File: src/eurf_pkg.sv
// ----------------------------------------------------------------------------
// eurf_pkg
// Shared widths, constants and types of the encoder unwrap and rate filter.
// ----------------------------------------------------------------------------
`default_nettype none

package eurf_pkg;

    localparam int RAW_W          = 13;
    localparam int RATE_W         = 14;
    localparam int TURN_W         = 24;
    localparam int POS_W          = 37;
    localparam int ANG_W          = 48;
    localparam int WRAP_LIMIT     = 7500;
    localparam int DEG_PER_TURN   = 360;
    localparam int RING_DEPTH_DEF = 8;

    localparam logic signed [RATE_W-1:0] WRAP_HI   = RATE_W'(WRAP_LIMIT);
    localparam logic signed [RATE_W-1:0] WRAP_LO   = RATE_W'(-WRAP_LIMIT);
    // 8192 is the same bit pattern as -8192 at the rate width
    localparam logic signed [RATE_W-1:0] TURN_STEP = RATE_W'(1 << RAW_W);

    typedef struct packed {
        logic [RAW_W-1:0]         raw;
        logic signed [TURN_W-1:0] rounds;
        logic signed [RATE_W-1:0] rate;
    } eurf_item_t;

    typedef struct packed {
        logic accept;
        logic s1_go;
    } eurf_ctl_t;

endpackage

`default_nettype wire

File: src/eurf_ram.sv
// ----------------------------------------------------------------------------
// eurf_ram
// Generic simple dual-port RAM, one write and one registered read port.
// ----------------------------------------------------------------------------
`default_nettype none

module eurf_ram #(
    parameter int WIDTH = 14,
    parameter int DEPTH = 8
) (
    input  wire logic                                   clk,
    input  wire logic                                   wr_en,
    input  wire logic [(DEPTH > 1 ? $clog2(DEPTH) : 1)-1:0] wr_addr,
    input  wire logic [WIDTH-1:0]                       wr_data,
    input  wire logic                                   rd_en,
    input  wire logic [(DEPTH > 1 ? $clog2(DEPTH) : 1)-1:0] rd_addr,
    output logic [WIDTH-1:0]                            rd_data
);

    logic [WIDTH-1:0] mem_reg [DEPTH];
    logic [WIDTH-1:0] rd_data_reg;

    always_ff @(posedge clk)
    begin
        if (wr_en)
        begin
            mem_reg[wr_addr] <= wr_data;
        end
        if (rd_en)
        begin
            rd_data_reg <= mem_reg[rd_addr];
        end
    end

    assign rd_data = rd_data_reg;

endmodule

`default_nettype wire

File: src/eurf_unwrap.sv
// ----------------------------------------------------------------------------
// eurf_unwrap
// Turn unwrapping against the previous reading; loads the first stage.
// ----------------------------------------------------------------------------
`default_nettype none

module eurf_unwrap
    import eurf_pkg::*;
(
    input  wire logic             clk,
    input  wire logic             rst_n,
    input  wire logic             accept,
    input  wire logic [RAW_W-1:0] raw_position,
    output eurf_item_t            item
);

    logic [RAW_W-1:0]         prev_reg;
    logic signed [TURN_W-1:0] rounds_reg;
    logic signed [TURN_W-1:0] rounds_next;
    logic signed [RATE_W-1:0] diff;
    logic signed [RATE_W-1:0] rate_next;
    eurf_item_t               item_reg;

    always_comb
    begin
        diff = {1'b0, raw_position} - {1'b0, prev_reg};
        if (diff < WRAP_LO)
        begin
            rounds_next = rounds_reg + TURN_W'(1);
            rate_next   = diff + TURN_STEP;
        end
        else if (diff > WRAP_HI)
        begin
            rounds_next = rounds_reg - TURN_W'(1);
            rate_next   = diff - TURN_STEP;
        end
        else
        begin
            rounds_next = rounds_reg;
            rate_next   = diff;
        end
    end

    always_ff @(posedge clk or negedge rst_n)
    begin
        if (!rst_n)
        begin
            prev_reg   <= '0;
            rounds_reg <= '0;
        end
        else if (accept)
        begin
            prev_reg   <= raw_position;
            rounds_reg <= rounds_next;
        end
    end

    always_ff @(posedge clk)
    begin
        if (accept)
        begin
            item_reg.raw    <= raw_position;
            item_reg.rounds <= rounds_next;
            item_reg.rate   <= rate_next;
        end
    end

    assign item = item_reg;

endmodule

`default_nettype wire

File: src/eurf_ring.sv
// ----------------------------------------------------------------------------
// eurf_ring
// Rate ring in RAM: read the overwritten entry, update the running sum,
// write the new rate back.
// ----------------------------------------------------------------------------
`default_nettype none

module eurf_ring
    import eurf_pkg::*;
#(
    parameter int RING_DEPTH = RING_DEPTH_DEF
) (
    input  wire logic                                       clk,
    input  wire logic                                       rst_n,
    input  wire eurf_ctl_t                                  ctl,
    input  wire logic signed [RATE_W-1:0]                   s1_rate,
    output logic signed [RATE_W+$clog2(RING_DEPTH)-1:0]     sum
);

    localparam int IDX_W = (RING_DEPTH > 1) ? $clog2(RING_DEPTH) : 1;
    localparam int SUM_W = RATE_W + $clog2(RING_DEPTH);
    localparam logic [IDX_W-1:0] IDX_LAST = IDX_W'(RING_DEPTH - 1);
    localparam logic signed [SUM_W-1:0] SUM_BOUND =
        SUM_W'(RING_DEPTH * ((1 << RAW_W) - 1));

    logic [IDX_W-1:0]         idx_reg;
    logic [IDX_W-1:0]         s1_idx_reg;
    logic [RING_DEPTH-1:0]    vld_reg;
    logic                     vld_old_reg;
    logic                     fwd_reg;
    logic signed [RATE_W-1:0] fwd_data_reg;
    logic signed [SUM_W-1:0]  sum_reg;
    logic signed [SUM_W-1:0]  sum_next;
    logic [RATE_W-1:0]        rd_data;
    logic signed [RATE_W-1:0] old_rate;

    eurf_ram #(
        .WIDTH (RATE_W),
        .DEPTH (RING_DEPTH)
    ) u_ram (
        .clk     (clk),
        .wr_en   (ctl.s1_go),
        .wr_addr (s1_idx_reg),
        .wr_data (s1_rate),
        .rd_en   (ctl.accept),
        .rd_addr (idx_reg),
        .rd_data (rd_data)
    );

    always_comb
    begin
        if (fwd_reg)
        begin
            old_rate = fwd_data_reg;
        end
        else if (vld_old_reg)
        begin
            old_rate = $signed(rd_data);
        end
        else
        begin
            old_rate = '0;
        end
        sum_next = sum_reg - SUM_W'(old_rate) + SUM_W'(s1_rate);
    end

    always_ff @(posedge clk or negedge rst_n)
    begin
        if (!rst_n)
        begin
            idx_reg <= '0;
            vld_reg <= '0;
            fwd_reg <= 1'b0;
            sum_reg <= '0;
        end
        else
        begin
            if (ctl.accept)
            begin
                idx_reg <= (idx_reg == IDX_LAST) ? '0 : idx_reg + IDX_W'(1);
                // write of the same entry in this cycle: take its data
                fwd_reg <= ctl.s1_go && (s1_idx_reg == idx_reg);
            end
            if (ctl.s1_go)
            begin
                vld_reg[s1_idx_reg] <= 1'b1;
                sum_reg             <= sum_next;
            end
        end
    end

    always_ff @(posedge clk)
    begin
        if (ctl.accept)
        begin
            s1_idx_reg   <= idx_reg;
            vld_old_reg  <= vld_reg[idx_reg];
            fwd_data_reg <= s1_rate;
        end
    end

    assign sum = sum_reg;

    a_write_marks_valid: assert property (@(posedge clk) disable iff (!rst_n)
        ctl.s1_go |=> vld_reg[$past(s1_idx_reg)])
        else $error("ring entry not marked valid after write");

    a_read_index: assert property (@(posedge clk) disable iff (!rst_n)
        ctl.accept |=> (s1_idx_reg == $past(idx_reg)))
        else $error("ring read index not carried into stage");

    a_fwd_depth: assert property (@(posedge clk) disable iff (!rst_n)
        fwd_reg |-> (RING_DEPTH == 1))
        else $error("same-entry forward with distinct consecutive entries");

    a_sum_bound: assert property (@(posedge clk) disable iff (!rst_n)
        (sum_reg <= SUM_BOUND) && (sum_reg >= -SUM_BOUND))
        else $error("ring sum out of range");

endmodule

`default_nettype wire

File: src/encoder_unwrap_rate_filter.sv
// ----------------------------------------------------------------------------
// encoder_unwrap_rate_filter
// Multi-turn encoder unwrap with angle output and moving-average rate.
//
//   channel   | handshake                 | beat
//   ----------+---------------------------+-------------------------------
//   sample    | sample_valid/sample_stall | raw_position
//   result    | result_valid/result_stall | continuous_position, angle_q13,
//             |                           | step_rate, filtered_rate,
//             |                           | turn_count
//   cfg       | cfg_valid/cfg_ready       | angle_bias
//
// One beat per cycle sustained while result_stall is low; a sample passes stage 1, stage 2 and the output register.
// Stage 1 waits on the ring RAM read, stage 2 holds the updated sum, the
// output register divides the sum and scales the angle.
// Reset clears the turn state, ring valid bits and sum; no clearing pass.
// A stalled result is held while two more samples can still enter.
// ----------------------------------------------------------------------------
`default_nettype none

module encoder_unwrap_rate_filter
    import eurf_pkg::*;
#(
    parameter int RING_DEPTH = RING_DEPTH_DEF
) (
    input  wire logic                     clk,
    input  wire logic                     rst_n,
    input  wire logic                     sample_valid,
    output logic                          sample_stall,
    input  wire logic [RAW_W-1:0]         raw_position,
    output logic                          result_valid,
    input  wire logic                     result_stall,
    output logic signed [POS_W-1:0]       continuous_position,
    output logic signed [ANG_W-1:0]       angle_q13,
    output logic signed [RATE_W-1:0]      step_rate,
    output logic signed [RATE_W-1:0]      filtered_rate,
    output logic signed [TURN_W-1:0]      turn_count,
    input  wire logic                     cfg_valid,
    output logic                          cfg_ready,
    input  wire logic [RAW_W-1:0]         angle_bias
);

    localparam int CLOG        = $clog2(RING_DEPTH);
    localparam int SUM_W       = RATE_W + CLOG;
    localparam int MAG_W       = SUM_W - 1;
    localparam int RECIP_SHIFT = MAG_W + CLOG;
    localparam int RECIP_W     = MAG_W + 2;
    localparam int PROD_W      = MAG_W + RECIP_W;
    localparam longint RECIP   =
        ((longint'(1) << RECIP_SHIFT) + RING_DEPTH - 1) / RING_DEPTH;
    localparam logic [RECIP_W-1:0] RECIP_C = RECIP_W'(RECIP);

    logic                     s1_valid_reg;
    logic                     s2_valid_reg;
    logic                     out_valid_reg;
    logic                     out_free;
    logic                     s2_free;
    logic                     s1_free;
    logic                     s2_go;
    eurf_ctl_t                ctl;
    eurf_item_t               s1_item;
    logic signed [SUM_W-1:0]  sum;
    logic [RAW_W-1:0]         bias_reg;

    logic signed [POS_W-1:0]  s2_pos_reg;
    logic signed [POS_W:0]    s2_dbias_reg;
    logic signed [RATE_W-1:0] s2_rate_reg;
    logic signed [TURN_W-1:0] s2_turns_reg;
    logic signed [POS_W-1:0]  pos;

    logic [MAG_W-1:0]         mag;
    logic [PROD_W-1:0]        prod;
    logic [RAW_W-1:0]         quot;
    logic signed [RATE_W-1:0] filt;
    logic signed [ANG_W-1:0]  ang;

    logic signed [POS_W-1:0]  pos_out_reg;
    logic signed [ANG_W-1:0]  ang_out_reg;
    logic signed [RATE_W-1:0] rate_out_reg;
    logic signed [RATE_W-1:0] filt_out_reg;
    logic signed [TURN_W-1:0] turns_out_reg;

    assign out_free     = !out_valid_reg || !result_stall;
    assign s2_go        = s2_valid_reg && out_free;
    assign s2_free      = !s2_valid_reg || out_free;
    assign ctl.s1_go    = s1_valid_reg && s2_free;
    assign s1_free      = !s1_valid_reg || s2_free;
    assign sample_stall = !s1_free;
    assign ctl.accept   = sample_valid && s1_free;
    assign cfg_ready    = 1'b1;

    always_ff @(posedge clk or negedge rst_n)
    begin
        if (!rst_n)
        begin
            s1_valid_reg  <= 1'b0;
            s2_valid_reg  <= 1'b0;
            out_valid_reg <= 1'b0;
            bias_reg      <= '0;
        end
        else
        begin
            if (ctl.accept)
            begin
                s1_valid_reg <= 1'b1;
            end
            else if (ctl.s1_go)
            begin
                s1_valid_reg <= 1'b0;
            end
            if (ctl.s1_go)
            begin
                s2_valid_reg <= 1'b1;
            end
            else if (s2_go)
            begin
                s2_valid_reg <= 1'b0;
            end
            if (s2_go)
            begin
                out_valid_reg <= 1'b1;
            end
            else if (!result_stall)
            begin
                out_valid_reg <= 1'b0;
            end
            if (cfg_valid && cfg_ready)
            begin
                bias_reg <= angle_bias;
            end
        end
    end

    eurf_unwrap u_unwrap (
        .clk          (clk),
        .rst_n        (rst_n),
        .accept       (ctl.accept),
        .raw_position (raw_position),
        .item         (s1_item)
    );

    eurf_ring #(
        .RING_DEPTH (RING_DEPTH)
    ) u_ring (
        .clk     (clk),
        .rst_n   (rst_n),
        .ctl     (ctl),
        .s1_rate (s1_item.rate),
        .sum     (sum)
    );

    assign pos = {s1_item.rounds, s1_item.raw};

    always_ff @(posedge clk)
    begin
        if (ctl.s1_go)
        begin
            s2_pos_reg   <= pos;
            s2_dbias_reg <= {pos[POS_W-1], pos} - (POS_W + 1)'(bias_reg);
            s2_rate_reg  <= s1_item.rate;
            s2_turns_reg <= s1_item.rounds;
        end
    end

    // divide by the ring depth: reciprocal multiply on the magnitude
    always_comb
    begin
        mag  = sum[SUM_W-1] ? MAG_W'(-sum) : MAG_W'(sum);
        prod = PROD_W'(mag) * PROD_W'(RECIP_C);
        quot = prod[RECIP_SHIFT +: RAW_W];
        filt = sum[SUM_W-1] ? -RATE_W'(quot) : RATE_W'(quot);
        ang  = ANG_W'(s2_dbias_reg) * ANG_W'(DEG_PER_TURN);
    end

    always_ff @(posedge clk)
    begin
        if (s2_go)
        begin
            pos_out_reg   <= s2_pos_reg;
            ang_out_reg   <= ang;
            rate_out_reg  <= s2_rate_reg;
            filt_out_reg  <= filt;
            turns_out_reg <= s2_turns_reg;
        end
    end

    assign result_valid        = out_valid_reg;
    assign continuous_position = pos_out_reg;
    assign angle_q13           = ang_out_reg;
    assign step_rate           = rate_out_reg;
    assign filtered_rate       = filt_out_reg;
    assign turn_count          = turns_out_reg;

endmodule

`default_nettype wire
File: config.mk
export PLATFORM = sky130hd
export DESIGN_NAME = encoder_unwrap_rate_filter
export DESIGN_NICKNAME = d
export VERILOG_FILES = /design/src/eurf_pkg.sv /design/src/eurf_ram.sv /design/src/eurf_unwrap.sv /design/src/eurf_ring.sv /design/src/encoder_unwrap_rate_filter.sv
export SDC_FILE = /design/constraint.sdc
export NUM_CORES = 1
export LEC_CHECK = 0
export BUFFER_PORTS_ARGS = -buffer_cell sky130_fd_sc_hd__buf_2
export CELL_PAD_IN_SITES_DETAIL_PLACEMENT = 1
export CELL_PAD_IN_SITES_GLOBAL_PLACEMENT = 2
export CORE_ASPECT_RATIO = 1.2
export CORE_MARGIN = 8
export CORE_UTILIZATION = 40
export CTS_CLUSTER_SIZE = 28
export DETAILED_ROUTE_END_ITERATION = 6
export HOLD_SLACK_MARGIN = 0.15
export PLACE_DENSITY_LB_ADDON = 0.05
export SYNTH_ARGS = -nofsm -noshare
export SYNTH_HDL_FRONTEND = slang
export SYNTH_SLANG_ARGS = --single-unit
File: constraint.sdc
create_clock -name clk -period 27 [get_ports clk]
set_input_delay 5.4 -clock clk [delete_from_list [all_inputs] [get_ports clk]]
set_output_delay 5.4 -clock clk [all_outputs]
set_load 0.1 [all_outputs]
=== After elaboration in Yosys (flattened, before gate mapping) ===
Memory sizes are Yosys's and may differ from the RTL's. A register that Yosys moved wholly into a read port is not among the register bits.
Index checks and enable logic that the tools add are counted.

* Flip-flop bits (word level): 398
* RAM bits: 112
* Input port bits: 31
* Output and inout port bits: 140
* Logic and storage cells: 84
* Memories kept: 1

{| class="wikitable"
|+ Memory list
! name !! words !! bits a word !! read ports !! clocked after Yosys merged registers in !! write ports !! RTL line !! source
|-
| u_ring.u_ram.mem_reg || 8 || 14 || 1 || 1 || 1 || eurf_ram.sv:20 || <nowiki>logic [WIDTH-1:0] mem_reg [DEPTH];</nowiki>
|}

* $add $sub $neg: 11
* Multiply operators: 1
* Magnitude comparators: 5
* Eq/ne operators: 3
* Mux-type cells: 21
* Bitwise gates (word level): 1
* Reductions and logical operators: 15

{| class="wikitable"
|+ Operators with widths
! operator !! count
|-
| 2-to-1 mux 14 bit || 4
|-
| 2-to-1 mux 24 bit || 2
|-
| multiplier 38 x 7 -> 45 bit, second input constant || 1
|-
| subtractor 37 x 14 -> 38 bit || 1
|-
| adder 24 x 2 -> 24 bit, second input constant || 1
|-
| subtractor 24 x 2 -> 24 bit, second input constant || 1
|-
| adder 17 x 14 -> 17 bit || 1
|-
| subtractor 17 x 14 -> 17 bit || 1
|-
| 2-to-1 mux 16 bit || 1
|-
| negator 16 bit || 1
|-
| adder 14 bit, second input constant || 1
|-
| greater-than comparator 14 bit, second input constant || 1
|-
| < comparator 14 bit, second input constant || 1
|-
| negator 13 -> 14 bit || 1
|-
| subtractor 13 x 13 -> 14 bit || 1
|-
| subtractor 14 bit, second input constant || 1
|-
| 2-to-1 mux 13 bit || 1
|-
| 2-to-1 mux 1 bit || 10
|-
| < comparator 3 x 4 -> 1 bit, second input constant || 2
|-
| OR 8 bit || 1
|-
| logical AND 1 bit || 5
|-
| zero test 1 bit || 5
|-
| nonzero test 2 bit || 2
|-
| adder 3 x 1 -> 3 bit, second input constant || 1
|-
| 8 further kinds || 10
|}

=== Depth between registers and ports, before layout ===
* Word-level depth: 6
* Mapped depth: 19
* Depth with buffers taken out: 17

=== Cells and area by module ===
From an unflattened synthesis, not the netlist that was laid out.

* Cell total of the unflattened synthesis: 2,096
* Area, all modules: 26,818.2 sq um

{| class="wikitable"
|+ By module, submodules not included
! module !! instances !! cells each !! area each (sq um) !! sequential area each (sq um)
|-
| encoder_unwrap_rate_filter || 1 || 1,167 || 13,812.0 || 6,376.1
|-
| eurf_unwrap || 1 || 476 || 5,159.9 || 2,457.4
|-
| eurf_ram || 1 || 188 || 4,775.8 || 3,783.6
|-
| eurf_ring || 1 || 265 || 3,070.4 || 1,266.2
|}

=== Worst setup path after synthesis ===
OpenSTA, ideal clock, no wires.

* Path type: input to register
* Start point: input port result_stall
* End point: register ang_out_reg[10] (netlist: angle_q13[10]), enable pin
* Library setup time: 0.746 ns
* Arrival: 13.363 ns
* Data required time: 26.254 ns
* Setup slack: 12.891 ns
* Stages: 1
* Buffers on the path: 0
* Path through: a21boi_0

* Longest elaborated chain between the ends: 3

{| class="wikitable"
|+ RTL lines
! what !! RTL line !! source
|-
| from (decl) || encoder_unwrap_rate_filter.sv:32 || <nowiki>input wire logic result_stall,</nowiki>
|-
| zero test 1 bit || - ||
|-
| logical OR 1 bit || encoder_unwrap_rate_filter.sv:83 || <nowiki>assign out_free = !out_valid_reg || !result_stall;</nowiki>
|-
| logical AND 1 bit || encoder_unwrap_rate_filter.sv:84 || <nowiki>assign s2_go = s2_valid_reg && out_free;</nowiki>
|-
| to (signal assigned) || encoder_unwrap_rate_filter.sv:180 || <nowiki>ang_out_reg <= ang;</nowiki>
|-
| to (decl) || encoder_unwrap_rate_filter.sv:78 || <nowiki>logic signed [ANG_W-1:0] ang_out_reg;</nowiki>
|}

No other way between the ends.
A chain may end at the register's enable or synchronous reset.

=== Worst setup path after layout ===
* Start point: input port result_stall
* End point: output port sample_stall

* Longest elaborated chain between the ends: 5

{| class="wikitable"
|+ RTL lines
! what !! RTL line !! source
|-
| zero test 1 bit || - ||
|-
| logical OR 1 bit || encoder_unwrap_rate_filter.sv:83 ||
|-
| logical OR 1 bit || encoder_unwrap_rate_filter.sv:85 || <nowiki>assign s2_free = !s2_valid_reg || out_free;</nowiki>
|-
| logical OR 1 bit || encoder_unwrap_rate_filter.sv:87 || <nowiki>assign s1_free = !s1_valid_reg || s2_free;</nowiki>
|-
| zero test 1 bit || encoder_unwrap_rate_filter.sv:88 || <nowiki>assign sample_stall = !s1_free;</nowiki>
|-
| to (decl) || encoder_unwrap_rate_filter.sv:29 || <nowiki>output logic sample_stall,</nowiki>
|}

No other way between the ends.

==> metrics.txt <==
outcome finished clean; count leader, synth edfxtp_1; Hold Crit Class flop to flop; Slew HR 0.268; I/O pin count 171; Wirelength per Cell 19.0 µm; crit path max-delay cell type buf_2; Syn Std Cell Area 0.0256 mm²; area of the core 0.0633 mm²; NumNets Final 2459; Synth Instances 2001; Via density 5.03; library cells used by synthesis 83; Num Clock Sinks 476; Crit Reg-Reg Endpoint angle_q13[44]$_DFFE_PP_; Pins Over Slew Limit 0; max_cap viols 0; share of synthesized registers carrying an async set or reset 0.172; synth warn 0; area delta synth->final 13.2%; Final setup viols 0; worst-path maximum fanout 4; total setup buffers inserted after CTS 0; antenna violations before repair 3; final WL 57700 µm; max frequency 0.0864 GHz; Detail Placement HPWL 42500 µm; Root Buffer clkbuf_16; Post-CTS Resized 0; total gr overflow 0; Starting Density 0.405; EDFF count, synth 394; CTS HTree Levels 2; largest net degree at the start of global routing 74; GRT Resource Usage Total 0.161; Hold Buf Count CTS 0; Final Skew 20.7 ps; global-route wire length before repair 92400 µm; crit path kind input port to primary output; drt drc 0; Tcrit/Tclk final 0.429; endpoint class of the critical path primary output; leading cell types by count after synthesis edfxtp_1 (394), inv_1 (250), ha_1 (168); crit path time final 11580 ps; required time of the critical path 21600 ps; ys flop type edfxtp_1; clk_lat worst skew 610 ps; clk slew on worst S/H paths 60 ps; routed via count 15269; input/output buffers 166; R2R depth 17; top cell type's share of synthesized area 0.462; clock buffer depth 3; Worst Max-Slew Pin Slew 1090 ps; r2r setup slk 21270 ps; max FFs per register 112; Diodes inserted 0; Die ar. 0.0724 mm²; worst hold path startpoint s2_rate_reg[13]$_DFFE_PP_; Synth Register Bits 476; 1st-iter DRT viols 566; Critical R2R Launch s2_dbias_reg[5]$_DFFE_PP_; Hold Path Sink step_rate[13]$_DFFE_PP_; critical path arrival 6180 ps; Die Ht 293 µm; max incr delay on CP 420 ps; CTS tree done; # fillers 6567; WHS Path Cells 0; RSZ-0062 raised after global routing false; sequential element share of the synthesized area 0.542; CP startpoint kind input port; row count 101; drt first pass iters 6; setup TNS 0 ps; worst path cell trace buf_2 -> nand4_1 -> inv_1 -> buf_2; post-route ant nets 0; critical path's most frequent cell buf_2; layout cells sized above 1 0.164; Synth area leader edfxtp_1; Mapped Avg Cell Area 12.8 µm²; TritonCTS Buffers 52; Hold Vio Cnt, Final 0; vias in the first global route 16707; die span in x 247 µm; GP Congestion 0.816; Synth area leaders edfxtp_1 (46%), ha_1 (8.2%), dfrtp_1 (8.0%), fa_1 (7.0%), xnor2_1 (3.8%)
-- worst max-delay path, delay by kind of cell --
kind                   cells  cell delay (ps)
AND/OR/NAND/NOR            1              140
buffers and inverters      3              640
-- through the flow --
step / cell area, µm² / utilization / setup slack, ps / instances / hold slack (ps)
2_1_floorplan: 25600 / - / 12890 / 2003 / 400
3_3_place_gp: 27300 / 0.432 / 15420 / 2940 / 405
3_5_place_dp: 27300 / 0.432 / 15410 / 2940 / 406
4_1_cts: 29000 / 0.458 / 15410 / 3037 / 418
5_1_grt: 29000 / 0.458 / 15340 / 3037 / 429
6_report: 29000 / 0.458 / 15420 / 3037 / 418
-- layout make-up --
class	count	area, µm²	area share
Clock buffer	62	1350	0.0465
Sequential cell	476	13900	0.479
Inverter	252	951	0.0328
Timing Repair Buffer	181	946	0.0326
Tap cell	824	1030	0.0355
Multi-Input combinational cell	1207	10500	0.362
Clock inverter	35	343	0.0118
-- worst max path at each step --
stage | start | to | slack (ps) | cells past startpoint
2_1_floorplan | result_stall | angle_q13[10]$_DFFE_PP_ | 12890 | 1
4_1_cts | result_stall | sample_stall | 15410 | 4
5_1_grt | result_stall | sample_stall | 15340 | 4
3_3_place_gp | result_stall | sample_stall | 15420 | 4
6_report | result_stall | sample_stall | 15420 | 4
3_5_place_dp | result_stall | sample_stall | 15410 | 4
-- layer usage --
layer | GRT usage | share of wire
met1 | 0.186 | 0.41
met2 | 0.299 | 0.52
met3 | 0.0234 | 0.036
met4 | 0.0538 | 0.028
met5 | 0 | 0
-- placed cells by master (no fill, tap or decap), drive strengths merged, types with 72 or more instances in the layout --
master	instances
nand2	142
dfrtp	82
edfxtp	394
o21ai	93
buf	181
xnor2	112
a21oi	72
inv	256
fa	90
ha	168
-- kinds of logic (layout without fill, tap and decap cells) --
group	count (synthesis)	after routing	share of synthesized area
flops	476	476	0.542
compound gates	319	319	0.0829
other cells	2	4	0.000293
fa+ha+maj	258	258	0.152
buf+inv	320	530	0.0512
xor+xnor	160	160	0.0553
mux	49	49	0.0346
simple gates	417	417	0.0816
Power is left out: the tool's default activity adds up to more than one toggle a clock period on the data nets, which glitch-free logic cannot reach.
